`src/sv/belr_pkg.sv`:
```
// shared types, class codes and helpers for the bidi explicit level resolver
package belr_pkg;

	localparam int CLS_W = 5;
	localparam int LVL_W = 7;
	localparam int OVF_W = 16;

	localparam logic [CLS_W-1:0] CLS_L   = 5'd0;
	localparam logic [CLS_W-1:0] CLS_R   = 5'd1;
	localparam logic [CLS_W-1:0] CLS_BN  = 5'd9;
	localparam logic [CLS_W-1:0] CLS_B   = 5'd10;
	localparam logic [CLS_W-1:0] CLS_LRE = 5'd14;
	localparam logic [CLS_W-1:0] CLS_LRO = 5'd15;
	localparam logic [CLS_W-1:0] CLS_RLE = 5'd16;
	localparam logic [CLS_W-1:0] CLS_RLO = 5'd17;
	localparam logic [CLS_W-1:0] CLS_PDF = 5'd18;
	localparam logic [CLS_W-1:0] CLS_LRI = 5'd19;
	localparam logic [CLS_W-1:0] CLS_RLI = 5'd20;
	localparam logic [CLS_W-1:0] CLS_FSI = 5'd21;
	localparam logic [CLS_W-1:0] CLS_PDI = 5'd22;

	localparam logic [1:0] OVR_NEUTRAL = 2'd0;
	localparam logic [1:0] OVR_LEFT    = 2'd1;
	localparam logic [1:0] OVR_RIGHT   = 2'd2;

	localparam logic [1:0] FSI_UNKNOWN = 2'd0;
	localparam logic [1:0] FSI_RIGHT   = 2'd2;
	localparam logic [1:0] FSI_SPARE   = 2'd3;

	localparam logic [OVF_W-1:0] SAT16 = 16'hffff;

	typedef struct packed {
		logic [CLS_W-1:0] bidi_class;
		logic [1:0]       fsi_direction;
		logic             paragraph_start;
	} in_item_t;

	typedef struct packed {
		logic [LVL_W-1:0] embedding_level;
		logic [CLS_W-1:0] resolved_class;
		logic             removed_by_x9;
		logic             isolate_initiator;
		logic             pop_isolate;
		logic             unmatched_close;
		logic             overflowed;
		logic [LVL_W-1:0] peak_lvl;
	} out_item_t;

	typedef struct packed {
		logic [LVL_W-1:0] level;
		logic [1:0]       ovr;
		logic             iso;
	} entry_t;

	typedef struct packed {
		logic push;
		logic push_iso;
		logic fill;
		logic pdi_pop;
	} step_ctl_t;

	function automatic logic [CLS_W-1:0] with_override(input logic [CLS_W-1:0] cls,
		input logic [1:0] ovr);
		logic [CLS_W-1:0] r;
		r = cls;
		if (ovr == OVR_LEFT) begin
			r = CLS_L;
		end else if (ovr == OVR_RIGHT) begin
			r = CLS_R;
		end
		return r;
	endfunction

endpackage

```
`src/sv/belr_ram.sv`:
```
// simple dual-port synchronous ram with registered read
module belr_ram #(
	parameter int W     = 10,
	parameter int DEPTH = 126,
	localparam int AW   = $clog2(DEPTH)
) (
	input  logic          clk,
	input  logic          we,
	input  logic [AW-1:0] waddr,
	input  logic [W-1:0]  wdata,
	input  logic          re,
	input  logic [AW-1:0] raddr,
	output logic [W-1:0]  rdata
);

	logic [W-1:0] mem [DEPTH];

	always_ff @(posedge clk) begin
		if (we) begin
			mem[waddr] <= wdata;
		end
		if (re) begin
			rdata <= mem[raddr];
		end
	end

endmodule

```
`src/sv/belr_step.sv`:
```
// next-state and result logic for one code point
module belr_step import belr_pkg::*; #(
	parameter int STACK_DEPTH = 126,
	parameter int MAX_LEVEL   = 125,
	localparam int CNT_W      = $clog2(STACK_DEPTH + 1),
	localparam int ADDR_W     = $clog2(STACK_DEPTH)
) (
	input  in_item_t          it,
	input  logic              base_dir,
	input  logic [LVL_W-1:0]  para_level,
	input  entry_t            top,
	input  logic [CNT_W-1:0]  count,
	input  logic [CNT_W-1:0]  vi,
	input  logic [OVF_W-1:0]  ovi,
	input  logic [OVF_W-1:0]  ove,
	input  logic [LVL_W-1:0]  max_lvl,
	input  logic [ADDR_W-1:0] isotop,
	output step_ctl_t         ctl,
	output out_item_t         res,
	output entry_t            top_n,
	output logic [LVL_W-1:0]  para_n,
	output logic [CNT_W-1:0]  count_n,
	output logic [CNT_W-1:0]  vi_n,
	output logic [OVF_W-1:0]  ovi_n,
	output logic [OVF_W-1:0]  ove_n,
	output logic [LVL_W-1:0]  max_n,
	output logic [ADDR_W-1:0] wr_addr,
	output logic [ADDR_W-1:0] iso_wr_addr,
	output logic [ADDR_W-1:0] rd_addr,
	output logic [ADDR_W-1:0] iso_rd_addr,
	output logic              rd_zero
);

	localparam logic [LVL_W:0] MAX_NL = (LVL_W + 1)'(MAX_LEVEL);
	localparam logic [CNT_W-1:0] DEPTH_C = CNT_W'(STACK_DEPTH);

	logic             ps;
	logic [CLS_W-1:0] cls;
	entry_t           e_top;
	logic [CNT_W-1:0] e_cnt;
	logic [CNT_W-1:0] e_vi;
	logic [OVF_W-1:0] e_ovi;
	logic [OVF_W-1:0] e_ove;
	logic [LVL_W-1:0] e_max;
	logic [LVL_W:0]   lvl_x;
	logic [LVL_W:0]   nl_even;
	logic [LVL_W:0]   nl_odd;
	logic [LVL_W:0]   nl;
	logic             is_emb;
	logic             is_iso;
	logic             right;
	logic             can_push;
	logic [1:0]       push_ovr;
	logic [CNT_W-1:0] cnt_m2;
	logic [CNT_W-1:0] vi_m2;

	always_comb begin
		ps    = it.paragraph_start;
		cls   = it.bidi_class;
		e_top = top;
		e_cnt = count;
		e_vi  = vi;
		e_ovi = ovi;
		e_ove = ove;
		e_max = max_lvl;
		para_n = para_level;
		if (ps) begin
			e_top  = '{level: LVL_W'(base_dir), ovr: OVR_NEUTRAL, iso: 1'b0};
			e_cnt  = CNT_W'(1);
			e_vi   = '0;
			e_ovi  = '0;
			e_ove  = '0;
			e_max  = LVL_W'(base_dir);
			para_n = LVL_W'(base_dir);
		end

		lvl_x   = {1'b0, e_top.level};
		nl_even = (lvl_x + (LVL_W + 1)'(2)) & ~(LVL_W + 1)'(1);
		nl_odd  = (lvl_x + (LVL_W + 1)'(1)) | (LVL_W + 1)'(1);

		is_emb = (cls >= CLS_LRE) && (cls <= CLS_RLO);
		is_iso = (cls >= CLS_LRI) && (cls <= CLS_FSI);
		if (cls == CLS_FSI) begin
			right = (it.fsi_direction == FSI_RIGHT) ||
				(((it.fsi_direction == FSI_UNKNOWN) || (it.fsi_direction == FSI_SPARE)) &&
				base_dir);
		end else begin
			right = (cls == CLS_RLE) || (cls == CLS_RLO) || (cls == CLS_RLI);
		end
		nl       = right ? nl_odd : nl_even;
		can_push = (nl <= MAX_NL) && (e_ovi == '0) && (e_ove == '0) && (e_cnt < DEPTH_C);
		push_ovr = (cls == CLS_LRO) ? OVR_LEFT : ((cls == CLS_RLO) ? OVR_RIGHT : OVR_NEUTRAL);

		cnt_m2 = e_cnt - CNT_W'(2);
		vi_m2  = e_vi - CNT_W'(2);

		ctl         = '0;
		top_n       = e_top;
		count_n     = e_cnt;
		vi_n        = e_vi;
		ovi_n       = e_ovi;
		ove_n       = e_ove;
		max_n       = e_max;
		wr_addr     = e_cnt[ADDR_W-1:0];
		iso_wr_addr = e_vi[ADDR_W-1:0];
		rd_addr     = cnt_m2[ADDR_W-1:0];
		iso_rd_addr = vi_m2[ADDR_W-1:0];

		res                   = '0;
		res.embedding_level   = e_top.level;
		res.resolved_class    = with_override(cls, e_top.ovr);

		priority if (is_emb) begin
			res.removed_by_x9  = 1'b1;
			res.resolved_class = cls;
			if (can_push) begin
				ctl.push = 1'b1;
			end else begin
				res.overflowed = 1'b1;
				if ((e_ovi == '0) && (e_ove != SAT16)) begin
					ove_n = e_ove + OVF_W'(1);
				end
			end
		end else if (is_iso) begin
			res.isolate_initiator = 1'b1;
			if (can_push) begin
				ctl.push     = 1'b1;
				ctl.push_iso = 1'b1;
				vi_n         = e_vi + CNT_W'(1);
			end else begin
				res.overflowed = 1'b1;
				if (e_ovi != SAT16) begin
					ovi_n = e_ovi + OVF_W'(1);
				end
			end
		end else if (cls == CLS_PDF) begin
			res.removed_by_x9  = 1'b1;
			res.resolved_class = cls;
			if (e_ovi != '0) begin
				res.unmatched_close = 1'b1;
			end else if (e_ove != '0) begin
				ove_n = e_ove - OVF_W'(1);
			end else if ((e_cnt > CNT_W'(1)) && !e_top.iso) begin
				count_n  = e_cnt - CNT_W'(1);
				ctl.fill = 1'b1;
			end else begin
				res.unmatched_close = 1'b1;
			end
		end else if (cls == CLS_PDI) begin
			res.pop_isolate = 1'b1;
			if (e_ovi != '0) begin
				ovi_n = e_ovi - OVF_W'(1);
			end else if (e_vi == '0) begin
				res.unmatched_close = 1'b1;
			end else begin
				ove_n       = '0;
				count_n     = CNT_W'(isotop);
				vi_n        = e_vi - CNT_W'(1);
				rd_addr     = isotop - ADDR_W'(1);
				ctl.fill    = 1'b1;
				ctl.pdi_pop = 1'b1;
			end
		end else if (cls == CLS_BN) begin
			res.removed_by_x9  = 1'b1;
			res.resolved_class = cls;
		end else if (cls == CLS_B) begin
			res.embedding_level = LVL_W'(base_dir);
			res.resolved_class  = cls;
		end else begin
			res.resolved_class = with_override(cls, e_top.ovr);
		end

		if (ctl.push) begin
			count_n = e_cnt + CNT_W'(1);
			top_n   = '{level: nl[LVL_W-1:0], ovr: ctl.push_iso ? OVR_NEUTRAL : push_ovr,
				iso: ctl.push_iso};
			if (nl[LVL_W-1:0] > e_max) begin
				max_n = nl[LVL_W-1:0];
			end
		end

		rd_zero      = (rd_addr == '0);
		res.peak_lvl = max_n;
	end

endmodule

```
`src/sv/bidi_explicit_level_resolver_unit.sv`:
```
// top level of the bidi explicit level resolver
//
//  channel  | signals                          | payload
//  ---------+----------------------------------+--------------------------
//  item     | item_valid, item_ready, item     | in_item_t
//  result   | result_valid, result_ready, result | out_item_t
//  cfg      | cfg_valid, cfg_ready, cfg_data   | paragraph direction, 1 bit
//
//  one code point per cycle unless the result side stalls; a PDF that pops and a PDI
//  closing a valid isolate also wait in ST_FILL for the stack ram read of the new top
//  the isolate position ram gives the PDI target in a single step
//  reset clears counters and the cached top entry; the stack rams are not cleared,
//  entry 0 lives in a register and entries above the count are never read
//  a one-item input register and the result register decouple the two sides
module bidi_explicit_level_resolver_unit import belr_pkg::*; #(
	parameter int STACK_DEPTH = 126,
	parameter int MAX_LEVEL   = 125
) (
	input  logic      clk,
	input  logic      arst_n,
	input  logic      item_valid,
	output logic      item_ready,
	input  in_item_t  item,
	output logic      result_valid,
	input  logic      result_ready,
	output out_item_t result,
	input  logic      cfg_valid,
	output logic      cfg_ready,
	input  logic      cfg_data
);

	localparam int CNT_W   = $clog2(STACK_DEPTH + 1);
	localparam int ADDR_W  = $clog2(STACK_DEPTH);
	localparam int ENTRY_W = $bits(entry_t);

	localparam logic ST_RUN  = 1'b0;
	localparam logic ST_FILL = 1'b1;

	logic              state_q;
	logic              base_q;
	logic              item_valid_q;
	in_item_t          item_q;
	logic              result_valid_q;
	out_item_t         result_q;
	entry_t            top_q;
	logic [LVL_W-1:0]  para_q;
	logic [CNT_W-1:0]  count_q;
	logic [CNT_W-1:0]  vi_q;
	logic [OVF_W-1:0]  ovi_q;
	logic [OVF_W-1:0]  ove_q;
	logic [LVL_W-1:0]  max_q;
	logic [ADDR_W-1:0] isotop_q;
	logic              pdi_pend_q;
	logic              rd_zero_q;

	step_ctl_t         ctl;
	out_item_t         res;
	entry_t            top_n;
	logic [LVL_W-1:0]  para_n;
	logic [CNT_W-1:0]  count_n;
	logic [CNT_W-1:0]  vi_n;
	logic [OVF_W-1:0]  ovi_n;
	logic [OVF_W-1:0]  ove_n;
	logic [LVL_W-1:0]  max_n;
	logic [ADDR_W-1:0] wr_addr;
	logic [ADDR_W-1:0] iso_wr_addr;
	logic [ADDR_W-1:0] rd_addr;
	logic [ADDR_W-1:0] iso_rd_addr;
	logic              rd_zero;
	logic [ENTRY_W-1:0] stack_rdata;
	logic [ADDR_W-1:0] iso_rdata;
	entry_t            fill_top;
	logic              exec_go;

	assign exec_go      = item_valid_q && (state_q == ST_RUN) && (!result_valid_q || result_ready);
	assign item_ready   = !item_valid_q || exec_go;
	assign cfg_ready    = 1'b1;
	assign result_valid = result_valid_q;
	assign result       = result_q;

	assign fill_top = rd_zero_q ? entry_t'{level: para_q, ovr: OVR_NEUTRAL, iso: 1'b0} :
		entry_t'(stack_rdata);

	belr_step #(
		.STACK_DEPTH(STACK_DEPTH),
		.MAX_LEVEL  (MAX_LEVEL)
	) u_step (
		.it         (item_q),
		.base_dir   (base_q),
		.para_level (para_q),
		.top        (top_q),
		.count      (count_q),
		.vi         (vi_q),
		.ovi        (ovi_q),
		.ove        (ove_q),
		.max_lvl    (max_q),
		.isotop     (isotop_q),
		.ctl        (ctl),
		.res        (res),
		.top_n      (top_n),
		.para_n     (para_n),
		.count_n    (count_n),
		.vi_n       (vi_n),
		.ovi_n      (ovi_n),
		.ove_n      (ove_n),
		.max_n      (max_n),
		.wr_addr    (wr_addr),
		.iso_wr_addr(iso_wr_addr),
		.rd_addr    (rd_addr),
		.iso_rd_addr(iso_rd_addr),
		.rd_zero    (rd_zero)
	);

	// status stack, entry 0 held in para_q
	belr_ram #(
		.W    (ENTRY_W),
		.DEPTH(STACK_DEPTH)
	) u_stack_ram (
		.clk  (clk),
		.we   (exec_go && ctl.push),
		.waddr(wr_addr),
		.wdata(top_n),
		.re   (exec_go && ctl.fill),
		.raddr(rd_addr),
		.rdata(stack_rdata)
	);

	// stack positions of open valid isolates
	belr_ram #(
		.W    (ADDR_W),
		.DEPTH(STACK_DEPTH)
	) u_iso_ram (
		.clk  (clk),
		.we   (exec_go && ctl.push_iso),
		.waddr(iso_wr_addr),
		.wdata(wr_addr),
		.re   (exec_go && ctl.pdi_pop),
		.raddr(iso_rd_addr),
		.rdata(iso_rdata)
	);

	always_ff @(posedge clk or negedge arst_n) begin
		if (!arst_n) begin
			state_q        <= ST_RUN;
			base_q         <= 1'b0;
			item_valid_q   <= 1'b0;
			result_valid_q <= 1'b0;
			top_q          <= '{level: '0, ovr: OVR_NEUTRAL, iso: 1'b0};
			para_q         <= '0;
			count_q        <= CNT_W'(1);
			vi_q           <= '0;
			ovi_q          <= '0;
			ove_q          <= '0;
			max_q          <= '0;
			isotop_q       <= '0;
			pdi_pend_q     <= 1'b0;
			rd_zero_q      <= 1'b0;
		end else begin
			if (cfg_valid && cfg_ready) begin
				base_q <= cfg_data;
			end
			if (item_ready) begin
				item_valid_q <= item_valid;
			end
			if (exec_go) begin
				count_q    <= count_n;
				vi_q       <= vi_n;
				ovi_q      <= ovi_n;
				ove_q      <= ove_n;
				max_q      <= max_n;
				top_q      <= top_n;
				para_q     <= para_n;
				pdi_pend_q <= ctl.pdi_pop;
				rd_zero_q  <= rd_zero;
				if (ctl.push_iso) begin
					isotop_q <= wr_addr;
				end
				if (ctl.fill) begin
					state_q <= ST_FILL;
				end
			end else if (state_q == ST_FILL) begin
				top_q   <= fill_top;
				state_q <= ST_RUN;
				if (pdi_pend_q) begin
					isotop_q <= iso_rdata;
				end
			end
			priority if ((exec_go && !ctl.pdi_pop) || ((state_q == ST_FILL) && pdi_pend_q)) begin
				result_valid_q <= 1'b1;
			end else if (result_ready) begin
				result_valid_q <= 1'b0;
			end
		end
	end

	always_ff @(posedge clk) begin
		if (item_valid && item_ready) begin
			item_q <= item;
		end
		if (exec_go) begin
			result_q <= res;
		end else if ((state_q == ST_FILL) && pdi_pend_q) begin
			result_q.embedding_level <= fill_top.level;
			result_q.resolved_class  <= with_override(CLS_PDI, fill_top.ovr);
		end
	end

endmodule

```
`config.mk`:
```
export PLATFORM = sky130hd
export DESIGN_NAME = bidi_explicit_level_resolver_unit
export DESIGN_NICKNAME = d
export VERILOG_FILES = /design/src/sv/belr_pkg.sv /design/src/sv/belr_ram.sv /design/src/sv/belr_step.sv /design/src/sv/bidi_explicit_level_resolver_unit.sv
export SDC_FILE = /design/constraint.sdc
export NUM_CORES = 2
export LEC_CHECK = 0
export BUFFER_PORTS_ARGS = -buffer_cell sky130_fd_sc_hd__buf_2
export CAP_MARGIN = 30
export CORE_AREA = 2 2 397 399
export DETAILED_ROUTE_END_ITERATION = 7
export DIE_AREA = 0 0 399 401
export GPL_ROUTABILITY_DRIVEN = 0
export PLACE_DENSITY = 0.76
export SLEW_MARGIN = 20
export SYNTH_ARGS = -nofsm -noshare
export SYNTH_HDL_FRONTEND = slang
export SYNTH_SLANG_ARGS = --single-unit
```
`constraint.sdc`:
```
create_clock -name clk -period 28.6 [get_ports clk]
set_input_delay 2.86 -clock clk [delete_from_list [all_inputs] [get_ports clk]]
set_output_delay 2.86 -clock clk [all_outputs]
set_load 0.03 [all_outputs]
```
==> summary.md <==
| Metric | Value |
|---|---|
| Final critical-path setup slack | `21.41 ns` |
| Cts hold-fix bufs | `0` |
| Worst hold slack | `0.500 ns` |
| Synth area leader | `edfxtp_1` |
| GRT Total Usage | `29.1%` |
| CTS tree | `yes` |
| Storage cell area | `between 60000 and 70000 µm²` |
| Clock period minus worst slack | `roughly 7.2 ns` |
| DRC Markers | `1` |
| Slowest stage delay, CP | `0.40 ns` |
| Worst path top cell family by delay | `simple AND/OR/NAND/NOR gates` |
| Placed instance area | `95200 µm²` |
| DR vias | `58900` |
| Post-Place Cells | `8507` |
| Setup Skew | `0.0424 ns` |
| Number of synthesized flops with an enable pin | `2191` |
| Core area | `156000 µm²` |
| Skew-Pair Late Insertion Delay | `0.87 ns` |
| Outcome | `complete, but fails checks` |
| Setup crit end kind | `output port` |
| Final Hold Fails | `0` |
| WL final | `235 mm` |
| DIE WIDTH | `399 µm` |
| Final setup TNS | `0 ns` |
| Critical Path AT | `between 4 and 5 ns` |
| Pins Over Slew Limit | `0` |
| Worst path slowest cell | `and2_1` |
| Buf/Inv on CP | `2` |
| Syn_area_per_cell | `13.9 µm²` |
| Rel. slew slack | `23.6%` |
| DR WL/cell | `26.3 µm` |
| Startpoint types | `input port` |
| Warnings, synthesis | `0` |
| First-pass GRT wire length | `approximately 350 mm` |
| Drt pass-1 iters | `8` |
| Post-synth cell types | `97` |
| Footprint of the multi-input gates | `23400 µm²` |
| Seq/Total Area, Yosys | `72.9%` |
| CTS clock-pin slew for the worst setup and hold paths | `0.06 ns` |
| Post-CTS Setup Bufs | `0` |
| Worst slew pin tran | `1.15 ns` |
| Crit Path Max Fanout | `18` |
| Pwr dens | `83.8 nW/µm²` |
| Max Cap Viol | `0` |
| Total global routing overflow | `0` |
| Longest Clk Path Bufs | `3` |
| Top cells by area, synth | `edfxtp_1, nand2_1, mux4_2` |
| I/O pin total | `41` |
| Pre-CTS setup slack | `21.49 ns` |
| Number of fill cells | `10400` |
| Maximum clock frequency | `139 MHz` |
| Post-synthesis instance area | `~93000 µm²` |
| Initial DRC Count | `9285` |
| Vias in the first global route | `56000` |
| Mapped Nets | `6742` |
| Post-layout instance area | `around 100000 µm²` |
| Failing checks | `design-rule violations` |
| Largest net degree at the start of global routing | `169` |
| Layout cell share with drive strength beyond 1 | `10.3%` |
| Period utilization | `25.1%` |
| Yosys top cell area share | `between 70 and 80%` |
| # diodes | `0` |
| Clk sinks | `between 2000 and 2500` |
| Leakage | `around 34 nW` |
| Clock root buffer | `clkbuf_16` |
| Setup CP Type | `in -> out` |
| Mapped Cells | `6696` |
| Chip Height | `401 µm` |
| Initial antenna violation count | `3` |
| #FFs+latches synth | `2268` |
| Detailed Place HPWL | `136 mm` |
| Die area | `160000 µm²` |
| Cts repair resizes | `0` |
| Crit-path cells | `buf_2 > nand2b_1 > and2_1 > nand2_2 > nand2_1 > buf_2` |
| CTS Buf Count | `about 210` |
| I/O Buffers | `39` |
| Synthesis-to-finish area growth | `10.5%` |
| Layout Cells excl Fill | `8947` |
| Initial Util | `59.6%` |
| RSZ-0062 raised after global routing | `no` |
| WP data required | `25.74 ns` |
| Worst hold path class | `reg -> reg` |
| Ys async rst share | `3.40%` |
| Final ANT Viol Nets | `0` |
| Vias per cell | `6.58` |
| # setup viols final | `0` |
| Row Count | `around 150` |
| Worst path most repeated cell | `buf_2` |
| Final Net Count | `about 6800` |
| Ys flop type | `edfxtp_1` |
| Max IR drop VDD | `71.8 µV` |
| H-tree depth | `4` |
[synth_stat cells, types with 13 or more instances]
cell and instances:
a211oi_1 58, a21o_1 13, a21oi_1 299, a221oi_1 27, a22oi_1 27, a311oi_1 37, a31oi_1 163, a32oi_1 53
and2_1 14, and3_1 20, buf_1 43, buf_2 116, clkbuf_1 245, dfrtp_1 76, edfxtp_1 2191, ha_1 32
inv_1 31, mux2i_1 215, mux4_2 98, nand2_1 1385, nand3_1 360, nand4_1 86, nor2_1 436, nor2b_1 43
nor3_1 28, o2111ai_1 17, o211ai_1 76, o21ai_0 161, o221ai_1 54, o22ai_1 44, o31ai_1 13, xnor2_1 27
xor2_1 19
[cell usage in the layout, fill, tap and decap left out, drive strengths merged, types with 16 or more instances in the layout]
cell type / synthesis / routed
nand4: 86 / 86
a32oi: 53 / 53
bufinv: 0 / 19
xnor2: 27 / 27
edfxtp: 2191 / 2191
mux2i: 216 / 216
o31ai: 16 / 16
nor2: 438 / 438
o22ai: 44 / 44
o2111ai: 17 / 17
mux4: 98 / 98
and3: 20 / 20
a21oi: 299 / 299
ha: 32 / 32
buf: 180 / 226
inv: 33 / 42
a211oi: 60 / 60
nand3: 364 / 364
a31oi: 164 / 164
nand2: 1388 / 1388
nor3: 29 / 29
xor2: 19 / 19
clkbuf: 246 / 260
a221oi: 27 / 27
o211ai: 77 / 77
clkinv: 4 / 103
o221ai: 55 / 55
a22oi: 27 / 27
a311oi: 37 / 37
nor2b: 43 / 43
o21ai: 167 / 167
dfrtp: 76 / 76
[path summary, 6_finish.rpt]
check / start / cells past startpoint / end / slack [ns]
setup / recovery: result_ready / 6 / item_ready / 21.41
max in group asynchronous: arst_n / 3 / count_q[0] / 25.87
hold reg to reg: pdi_pend_q / 1 / pdi_pend_q / 0.50
min in group asynchronous: arst_n / 1 / ovi_q[8] / 1.79
setup reg to reg: item_q[0] / 20 / u_stack_ram.rdata[8] / 21.67
hold / removal: pdi_pend_q / 1 / pdi_pend_q / 0.50
[report_power, final]
group	switching, W	total [W]	internal (W)
Combinational	0.00140	0.00192	0.000519
Clock	0.00122	0.00278	0.00156
Sequential	0.0000589	0.00390	0.00384
[sequential cells by signal, summed over array words and instances, names as in the netlist, 8 cells and up]
register / flops
top_q: 10
result: 24
item_q: 8
ove_q: 16
ovi_q: 16
u_stack_ram.rdata: 10
u_iso_ram.mem: 882
u_stack_ram.mem: 1260
[per-layer routing]
metal / GRT usage, % / vias up / part of all wire, %
met2: 44.0 / 4051 / 46
met3: 6.16 / 565 / 12
met4: 10.3 / 4 / 3.7
met1: 42.2 / 28900 / 38
met5: 0 / - / 0.011
li1: - / 25400 / -
[cell families after synthesis]
logic type	Yosys count	synth area share, %
adders and majority gates	32	0.431
buffers and inverters	463	2.16
DFF	2268	72.9
xor gates and xnor gates	46	0.434
AOI/OAI and AO/OA	1123	8.02
muxes	317	4.75
other	1	0.00404
and+or+nand+nor	2446	11.3
[per-stage QoR]
| step | power, W | util [%] |
|---|---|---|
| finish | 0.00859 | 65.9 |
| floorplan | 0.00515 | - |
| global route | 0.00884 | 65.9 |
| detailed placement | 0.00581 | 61.2 |
| global placement | 0.00576 | 61.0 |
| CTS | 0.00854 | 65.6 |
[cell type report]
cell class	instances	share of cell area, %
timing repair buffer	226	1.78
tap	2058	2.51
inverter	37	0.151
clock inverter	133	1.25
multi-input combinational	3965	22.9
clock buffer	260	5.44
sequential	2268	66.0
No activity file was read; power rests on OpenSTA's default activity.
